**config.mk**
```make
export PLATFORM = sky130hd
export DESIGN_NAME = motor_safety_supervisor_top
export DESIGN_NICKNAME = d
export VERILOG_FILES = /design/src/hw/rtl/msup_pkg.sv /design/src/hw/rtl/motor_safety_supervisor_top.sv /design/src/hw/rtl/msup_regs.sv /design/src/hw/rtl/msup_core.sv
export SDC_FILE = /design/constraint.sdc
export NUM_CORES = 1
export LEC_CHECK = 0
export ABC_AREA = 0
export BUFFER_PORTS_ARGS = -buffer_cell sky130_fd_sc_hd__buf_2
export CAP_MARGIN = 10
export CORE_MARGIN = 10
export CORE_UTILIZATION = 30
export DETAILED_ROUTE_END_ITERATION = 10
export GPL_TIMING_DRIVEN = 1
export SLEW_MARGIN = 25
export SYNTH_ARGS = -nofsm -noshare
export SYNTH_HDL_FRONTEND = slang
export SYNTH_SLANG_ARGS = --single-unit
```
**constraint.sdc**
```tcl
create_clock -name clk -period 6.59 [get_ports clk]
set_input_delay 0.659 -clock clk [delete_from_list [all_inputs] [get_ports clk]]
set_output_delay 0.659 -clock clk [all_outputs]
set_load 0.02 [all_outputs]
```
**src/hw/rtl/msup_pkg.sv**
```systemverilog
// shared types, constants and register map of the motor safety supervisor
package msup_pkg;

  // time base width, all timestamps and elapsed times use it
  localparam int TimeWidth = 32;

  // configuration port geometry
  localparam int CfgAddrWidth = 4;
  localparam int CfgDataWidth = 32;

  // register indexes
  localparam logic [1:0] RegStallDriveLimit = 2'd0;
  localparam logic [1:0] RegStallTimeMs     = 2'd1;
  localparam logic [1:0] RegLinkTimeoutMs   = 2'd2;
  localparam logic [1:0] RegForceLimit      = 2'd3;

  // register reset values
  localparam logic [14:0] StallDriveLimitRst = 15'd800;
  localparam logic [15:0] StallTimeMsRst     = 16'd500;
  localparam logic [15:0] LinkTimeoutMsRst   = 16'd100;
  localparam logic [11:0] ForceLimitRst      = 12'd3500;

  // encoder motion band, a delta strictly inside +/- this counts as no motion
  localparam logic signed [15:0] MotionBand = 16'sd5;

  typedef logic [TimeWidth-1:0] time_t;

  typedef enum logic [1:0] {
    CmdCheck = 2'd0,
    CmdFrame = 2'd1,
    CmdRearm = 2'd2
  } cmd_t;

  typedef enum logic [1:0] {
    ErrNone  = 2'd0,
    ErrLink  = 2'd1,
    ErrStall = 2'd2,
    ErrForce = 2'd3
  } err_t;

  typedef struct packed {
    logic [14:0] stall_drive_limit;
    logic [15:0] stall_time_ms;
    logic [15:0] link_timeout_ms;
    logic [11:0] force_limit;
  } cfg_t;

  typedef struct packed {
    logic [1:0]         cmd;
    time_t              now_ms;
    logic signed [15:0] drive_level;
    logic signed [15:0] encoder_count;
    logic [11:0]        force_raw;
  } item_t;

  typedef struct packed {
    logic [1:0] fault_code;
    logic       estop_active;
    logic       stop_motor;
  } result_t;

endpackage

```
**src/hw/rtl/motor_safety_supervisor_top.sv**
```systemverilog
// top level of the motor safety supervisor with input and result registers
//
// Usage: each item on the input channel (in_valid/in_ready) carries a command
// (check, frame received, re-arm), the current millisecond tick and the drive,
// encoder and force samples. Every item gives exactly one result on the output
// channel (out_valid/out_ready): fault code, stop-latched flag and a
// stop_motor flag on the item that newly latches the stop.
// An accepted transfer lands in the input register, is evaluated against the
// supervisor state and its result is captured in the result register. The
// block takes one item per cycle while the receiver does not stall; the only
// feedback path is the supervisor state, updated in the same cycle as the
// result register.
// A receiver stall holds the result register; the input register still takes
// one more item, after which in_ready drops until the result drains.
// Reset (rst, synchronous) empties both registers, clears all stall, link and
// latch state and loads the limit registers with their defaults. The limits
// sit behind an apb-style port with pready tied high; write them only while
// no items are in flight.
module motor_safety_supervisor_top (
  input  logic                              clk,
  input  logic                              rst,
  input  logic                              psel,
  input  logic                              penable,
  input  logic                              pwrite,
  input  logic [msup_pkg::CfgAddrWidth-1:0] paddr,
  input  logic [msup_pkg::CfgDataWidth-1:0] pwdata,
  output logic [msup_pkg::CfgDataWidth-1:0] prdata,
  output logic                              pready,
  input  logic                              in_valid,
  output logic                              in_ready,
  input  logic [1:0]                        cmd,
  input  logic [31:0]                       now_ms,
  input  logic signed [15:0]                drive_level,
  input  logic signed [15:0]                encoder_count,
  input  logic [11:0]                       force_raw,
  output logic                              out_valid,
  input  logic                              out_ready,
  output logic [1:0]                        fault_code,
  output logic                              estop_active,
  output logic                              stop_motor
);
  import msup_pkg::*;

  cfg_t    cfg;
  item_t   item;
  logic    item_valid;
  logic    advance;
  logic    fire;
  result_t result;
  result_t result_q;

  assign pready = 1'b1;

  msup_regs u_regs (
    .clk     (clk),
    .rst     (rst),
    .psel    (psel),
    .penable (penable),
    .pwrite  (pwrite),
    .paddr   (paddr),
    .pwdata  (pwdata),
    .prdata  (prdata),
    .cfg     (cfg)
  );

  // handshake flow between the two registers
  assign advance  = !out_valid || out_ready;
  assign fire     = item_valid && advance;
  assign in_ready = !item_valid || advance;

  // input register
  always_ff @(posedge clk) begin
    if (rst) begin
      item_valid <= 1'b0;
    end else if (in_ready) begin
      item_valid <= in_valid;
    end
  end

  always_ff @(posedge clk) begin
    if (in_valid && in_ready) begin
      item.cmd           <= cmd;
      item.now_ms        <= TimeWidth'(now_ms);
      item.drive_level   <= drive_level;
      item.encoder_count <= encoder_count;
      item.force_raw     <= force_raw;
    end
  end

  msup_core u_core (
    .clk    (clk),
    .rst    (rst),
    .fire   (fire),
    .item   (item),
    .cfg    (cfg),
    .result (result)
  );

  // result register
  always_ff @(posedge clk) begin
    if (rst) begin
      out_valid <= 1'b0;
    end else if (advance) begin
      out_valid <= item_valid;
    end
  end

  always_ff @(posedge clk) begin
    if (fire) begin
      result_q <= result;
    end
  end

  assign fault_code   = result_q.fault_code;
  assign estop_active = result_q.estop_active;
  assign stop_motor   = result_q.stop_motor;

  // a new stop always comes with the latch set
  assert property (@(posedge clk) disable iff (rst)
    (out_valid && stop_motor) |-> estop_active)
    else $error("stop pulse without latched stop");

  // a fault code is reported exactly while the stop is latched
  assert property (@(posedge clk) disable iff (rst)
    out_valid |-> ((fault_code != ErrNone) == estop_active))
    else $error("fault code and latch state disagree");

  // an empty result register never blocks the input
  assert property (@(posedge clk) disable iff (rst)
    !out_valid |-> in_ready)
    else $error("input stalled with empty result register");

  // a processed item always shows up as a result in the next cycle
  assert property (@(posedge clk) disable iff (rst)
    fire |=> out_valid)
    else $error("processed item produced no result");

endmodule

```
**src/hw/rtl/msup_regs.sv**
```systemverilog
// configuration register file behind the apb-style port
module msup_regs (
  input  logic                              clk,
  input  logic                              rst,
  input  logic                              psel,
  input  logic                              penable,
  input  logic                              pwrite,
  input  logic [msup_pkg::CfgAddrWidth-1:0] paddr,
  input  logic [msup_pkg::CfgDataWidth-1:0] pwdata,
  output logic [msup_pkg::CfgDataWidth-1:0] prdata,
  output msup_pkg::cfg_t                    cfg
);
  import msup_pkg::*;

  logic       wr_en;
  logic [1:0] reg_idx;

  assign wr_en   = psel & penable & pwrite;
  assign reg_idx = paddr[3:2];

  // register writes on the access cycle
  always_ff @(posedge clk) begin
    if (rst) begin
      cfg.stall_drive_limit <= StallDriveLimitRst;
      cfg.stall_time_ms     <= StallTimeMsRst;
      cfg.link_timeout_ms   <= LinkTimeoutMsRst;
      cfg.force_limit       <= ForceLimitRst;
    end else if (wr_en) begin
      case (reg_idx)
        RegStallDriveLimit: cfg.stall_drive_limit <= pwdata[14:0];
        RegStallTimeMs:     cfg.stall_time_ms     <= pwdata[15:0];
        RegLinkTimeoutMs:   cfg.link_timeout_ms   <= pwdata[15:0];
        RegForceLimit:      cfg.force_limit       <= pwdata[11:0];
        default: ;
      endcase
    end
  end

  // read mux
  always_comb begin
    case (reg_idx)
      RegStallDriveLimit: prdata = CfgDataWidth'(cfg.stall_drive_limit);
      RegStallTimeMs:     prdata = CfgDataWidth'(cfg.stall_time_ms);
      RegLinkTimeoutMs:   prdata = CfgDataWidth'(cfg.link_timeout_ms);
      RegForceLimit:      prdata = CfgDataWidth'(cfg.force_limit);
      default:            prdata = '0;
    endcase
  end

endmodule

```
**src/hw/rtl/msup_core.sv**
```systemverilog
// fault evaluation and supervisor state, one item per cycle while fire is high
module msup_core (
  input  logic              clk,
  input  logic              rst,
  input  logic              fire,
  input  msup_pkg::item_t   item,
  input  msup_pkg::cfg_t    cfg,
  output msup_pkg::result_t result
);
  import msup_pkg::*;

  // supervisor state
  logic               stall_timing;
  time_t              stall_start_ms;
  logic [15:0]        stall_start_position;
  time_t              last_frame_ms;
  logic               estop_latched;
  logic [1:0]         latched_error;

  logic               stall_timing_next;
  time_t              stall_start_ms_next;
  logic [15:0]        stall_start_position_next;
  time_t              last_frame_ms_next;
  logic               estop_latched_next;
  logic [1:0]         latched_error_next;

  logic [16:0]        drive_mag;
  logic               drive_high;
  logic signed [15:0] enc_delta;
  logic               no_motion;
  time_t              link_gap;
  time_t              stall_elapsed;
  logic               link_fault;
  logic               stall_fault;
  logic               force_fault;
  logic [1:0]         err;
  logic               stop;

  // magnitude of the drive, -32768 maps to 32768
  assign drive_mag  = item.drive_level[15] ? (17'd0 - {1'b1, item.drive_level})
                                           : {1'b0, item.drive_level};
  assign drive_high = drive_mag > {2'b00, cfg.stall_drive_limit};

  // wrapping encoder and time differences
  assign enc_delta     = $signed(item.encoder_count - stall_start_position);
  assign no_motion     = (enc_delta < MotionBand) && (enc_delta > -MotionBand);
  assign link_gap      = item.now_ms - last_frame_ms;
  assign stall_elapsed = item.now_ms - stall_start_ms;

  assign link_fault  = link_gap > TimeWidth'(cfg.link_timeout_ms);
  assign stall_fault = drive_high && stall_timing && no_motion &&
                       (stall_elapsed >= TimeWidth'(cfg.stall_time_ms));
  assign force_fault = item.force_raw > cfg.force_limit;

  // next state and result for the item at hand
  always_comb begin
    stall_timing_next         = stall_timing;
    stall_start_ms_next       = stall_start_ms;
    stall_start_position_next = stall_start_position;
    last_frame_ms_next        = last_frame_ms;
    estop_latched_next        = estop_latched;
    latched_error_next        = latched_error;
    err                       = ErrNone;
    stop                      = 1'b0;
    case (cmd_t'(item.cmd))
      CmdCheck: begin
        if (!estop_latched) begin
          if (link_fault) begin
            err = ErrLink;
          end else begin
            // stall timing only advances when the link is healthy
            if (drive_high) begin
              if (!stall_timing) begin
                stall_timing_next         = 1'b1;
                stall_start_ms_next       = item.now_ms;
                stall_start_position_next = item.encoder_count;
              end else if (!no_motion) begin
                stall_start_ms_next       = item.now_ms;
                stall_start_position_next = item.encoder_count;
              end
            end else begin
              stall_timing_next = 1'b0;
            end
            if (stall_fault) begin
              err = ErrStall;
            end else if (force_fault) begin
              err = ErrForce;
            end
          end
          if (err != ErrNone) begin
            estop_latched_next = 1'b1;
            latched_error_next = err;
            stop               = 1'b1;
          end
        end
      end
      CmdFrame: begin
        last_frame_ms_next = item.now_ms;
      end
      CmdRearm: begin
        stall_timing_next         = 1'b0;
        stall_start_ms_next       = '0;
        stall_start_position_next = '0;
        last_frame_ms_next        = item.now_ms;
        estop_latched_next        = 1'b0;
        latched_error_next        = ErrNone;
      end
      default: ;
    endcase
    result.fault_code   = estop_latched_next ? latched_error_next : ErrNone;
    result.estop_active = estop_latched_next;
    result.stop_motor   = stop;
  end

  // state update when an item is processed
  always_ff @(posedge clk) begin
    if (rst) begin
      stall_timing         <= 1'b0;
      stall_start_ms       <= '0;
      stall_start_position <= '0;
      last_frame_ms        <= '0;
      estop_latched        <= 1'b0;
      latched_error        <= ErrNone;
    end else if (fire) begin
      stall_timing         <= stall_timing_next;
      stall_start_ms       <= stall_start_ms_next;
      stall_start_position <= stall_start_position_next;
      last_frame_ms        <= last_frame_ms_next;
      estop_latched        <= estop_latched_next;
      latched_error        <= latched_error_next;
    end
  end

endmodule

```
==> flow_summary.json <==
{
  "status": "complete, no violations",
  "ys_ff_latch": 227,
  "num_io_pins": 160,
  "leakage_nw": 6.51,
  "grt_pass1_wl_mm": 69.7,
  "routed_wl_mm": 43.6,
  "hold_viol": 0,
  "reg2reg_to": "u_core.stall_start_ms[15]",
  "slowest_delay_ns": 0.54,
  "crit_type": "reg2reg",
  "p_per_area_mw_per_mm2": 215,
  "cts_hold_buf": 0,
  "min_to": "item[45]",
  "critPathLaunch": "item[51]",
  "first_pass_iters": 5,
  "ys_types": 78,
  "setup_viol": 0,
  "post_drt_wl_per_cell_um": 17.1,
  "path_cells": "ha_1, and2_1, nand4_1, a211oi_2, nor2_1, o21ai_0, xor2_1, ha_1, a211oi_1, nor2_1, or3_1, o31a_1, or4_1, nor4b_1, nand4b_1, nor4_4, buf_4, and4_2, buf_4, a22o_1",
  "fin_crit_sh_pct": 93.7,
  "power_mw": 3.71,
  "slew_headroom_pct": 43.2,
  "wl_met1_mm": 19.7,
  "clock_path_buffers": 3,
  "cts_setup_buffers": 0,
  "dr_wl_met2_mm": 20.9,
  "grt_pass1_vias": 12700,
  "grt_usage_pct": 14.0,
  "synth_seq_area_share_pct": 35.3,
  "worstHoldPathType": "in2reg",
  "cts.reportedPaths.clkPinSlew_ns": 0.06,
  "ant_nets": 0,
  "synth_cells": 1764,
  "layout_common_cells": "237 x nand2_1, 165 x inv_1, 161 x a21oi_1",
  "startpoint_type": "flop",
  "cts_tree": "done",
  "fin_area_mm2": 0.0173,
  "worstMarginPinSlew_ns": 0.852,
  "yosysWarnings": 0,
  "routed-wl-met3_mm": 2.02,
  "arrival_ns": 6.67,
  "layout_commonest_cell": "nand2_1",
  "rsz0062_at_grt": "false",
  "die_h_um": 245,
  "timing.rr.start": "item[51]",
  "whs_path_depth": 1,
  "vias_per_cell": 5.19,
  "die_x_um": 245,
  "cts_buffers": 28,
  "skew_ns": 0.0201,
  "placed_cells": 2494,
  "dpl-instance-area_mm2": 0.0164,
  "ff2ff_setup_slack_ns": 0.42,
  "synth-async-reset-ratio_pct": 0,
  "post_cts_resized": 0,
  "synth-edff-count": 82,
  "stdcell_count": 2549,
  "vdd_drop_max_mv": 0.228,
  "tns_ns": 0,
  "via_count": 13200,
  "maxCapViolCount": 0,
  "area_growth_pct": 13.6,
  "antenna_found_initial": 4,
  "clock-sinks": 227,
  "drt_iter0_markers": 889,
  "period_needed_ns": 6.17,
  "highest_layer": "met5",
  "critPathRequiredTime_ns": 7.08,
  "syn_avg_cell_area_um2": 8.62,
  "nets": 2115,
  "synthesis.area_mm2": 0.0152,
  "crit_slowest_cell": "or4_1",
  "io_buffers": 124,
  "core_mm2": 0.0502,
  "gp_congestion": 0.915,
  "drive_above_1_share_pct": 11.8,
  "fmax_mhz": 162,
  "hp-start": "now_ms[1]",
  "dieArea_mm2": 0.0601,
  "worstSkewPairLatency_ns": 0.57,
  "fin_util_pct": 34.4,
  "synth-main-ff-cell": "dfxtp_1",
  "initial_utilization_pct": 30.3,
  "rows": 82,
  "rr_worst_depth": 20,
  "htree_levels": 1,
  "drcViolationCount": 0,
  "cts-root-buf": "clkbuf_16",
  "cp_max_fo": 35,
  "overflow": 0,
  "endpoint_kind": "flop",
  "dp_hpwl_mm": 33.8,
  "grt_start_max_net_pins": 99,
  "slew_violations": 0
}
cell usage after synthesis (10+ instances only):
library cell | count | area share [%]
o2111ai_1 | 12 | 0.69
a211o_1 | 27 | 1.6
nor3_1 | 32 | 1.1
nor2_1 | 96 | 2.4
and2_1 | 11 | 0.45
a21o_1 | 29 | 1.4
or4_1 | 11 | 0.54
nand3_1 | 30 | 0.99
nor2b_1 | 15 | 0.62
a21oi_1 | 162 | 5.3
buf_2 | 14 | 0.46
dfxtp_1 | 145 | 19
nand2b_1 | 21 | 0.86
xnor2_1 | 47 | 2.7
a22o_1 | 50 | 2.9
mux2i_1 | 14 | 0.92
ha_1 | 139 | 11
o21bai_1 | 11 | 0.54
inv_1 | 165 | 4.1
nand2_1 | 237 | 5.9
o211ai_1 | 14 | 0.69
or3_1 | 11 | 0.45
o21a_1 | 16 | 0.79
nor4_1 | 10 | 0.41
buf_4 | 19 | 0.94
o21ai_0 | 68 | 2.2
and3_1 | 14 | 0.58
nand4_1 | 32 | 1.3
mux4_2 | 12 | 1.8
edfxtp_1 | 82 | 16
clkbuf_1 | 52 | 1.3
xor2_1 | 16 | 0.92
a211oi_1 | 22 | 1.1
flip-flops by register name, summed over array words and instances (netlist names):
name and flops:
stop_motor 1, item 78, out_valid 1, u_core.stall_timing 1, fault_code 2, item_valid 1, u_core.latched_error 2, u_core.estop_latched 1
u_regs.cfg 59, u_core.stall_start_position 16, estop_active 1, u_core.stall_start_ms 32, u_core.last_frame_ms 32
final cells by class:
cell class,count,area [µm²]
repair buffers,135,742
fillers,5141,32900
diodes,3,7.51
clock inverters,12,111
multi-input cells,1295,8830
flip-flops and latches,227,5370
clock buffers,40,766
inverters,165,619
well taps,672,841
per-layer routing:
layer  up-vias  GRT usage (%)
li1       6538              -
met1      6308           18.0
met2       315           23.9
met3        58           1.94
met4         2           4.42
met5         -              0
per-stage QoR:
| stage | hold slack (ns) | worst slack [ns] |
|---|---|---|
| 3_3_place_gp | 0.443 | 0.620 |
| 6_report | 0.267 | 0.415 |
| 4_1_cts | 0.236 | 0.409 |
| 3_5_place_dp | 0.448 | 0.454 |
| 5_1_grt | 0.244 | 0.0918 |
| 2_1_floorplan | 0.436 | 1.36 |
power by group:
group | switching, mW | internal [mW]
combinational | 0.428 | 0.271
clock | 0.613 | 0.851
sequential | 0.0422 | 1.50
total | 1.08 | 2.62
how the worst max path moves through the flow:
stage / to / slack [ns] / cells after the start
floorplan: u_core.stall_start_position[1] / 1.36 / 24
global placement: u_core.stall_start_ms[1] / 0.62 / 20
detailed placement: u_core.stall_start_ms[2] / 0.45 / 20
CTS: u_core.stall_start_ms[19] / 0.41 / 20
global route: u_core.stall_start_ms[16] / 0.09 / 20
finish: u_core.stall_start_ms[15] / 0.42 / 20
critical path, delay by kind of cell (launching register included):
family,cells,cell delay (ns)
AO/OA/AOI/OAI,5,1.53
XOR/XNOR,1,0.28
adder cells (fa/ha/maj),2,0.72
buffers and inverters,2,0.56
flip-flops,1,0.50
AND/OR/NAND/NOR,10,2.49
cell families (layout without fill, tap and decap cells):
kind of cell,Yosys count,count (layout),share of synthesized area [%]
compound gates,497,497,22.2
buf+inv,257,352,7.13
other cells,2,20,0.0494
flops,227,227,35.3
simple gates,550,550,17.2
mux,26,26,2.70
fa+ha+maj,142,142,11.8
xor+xnor,63,63,3.63
Note: power is estimated with default switching activity, not from simulation.
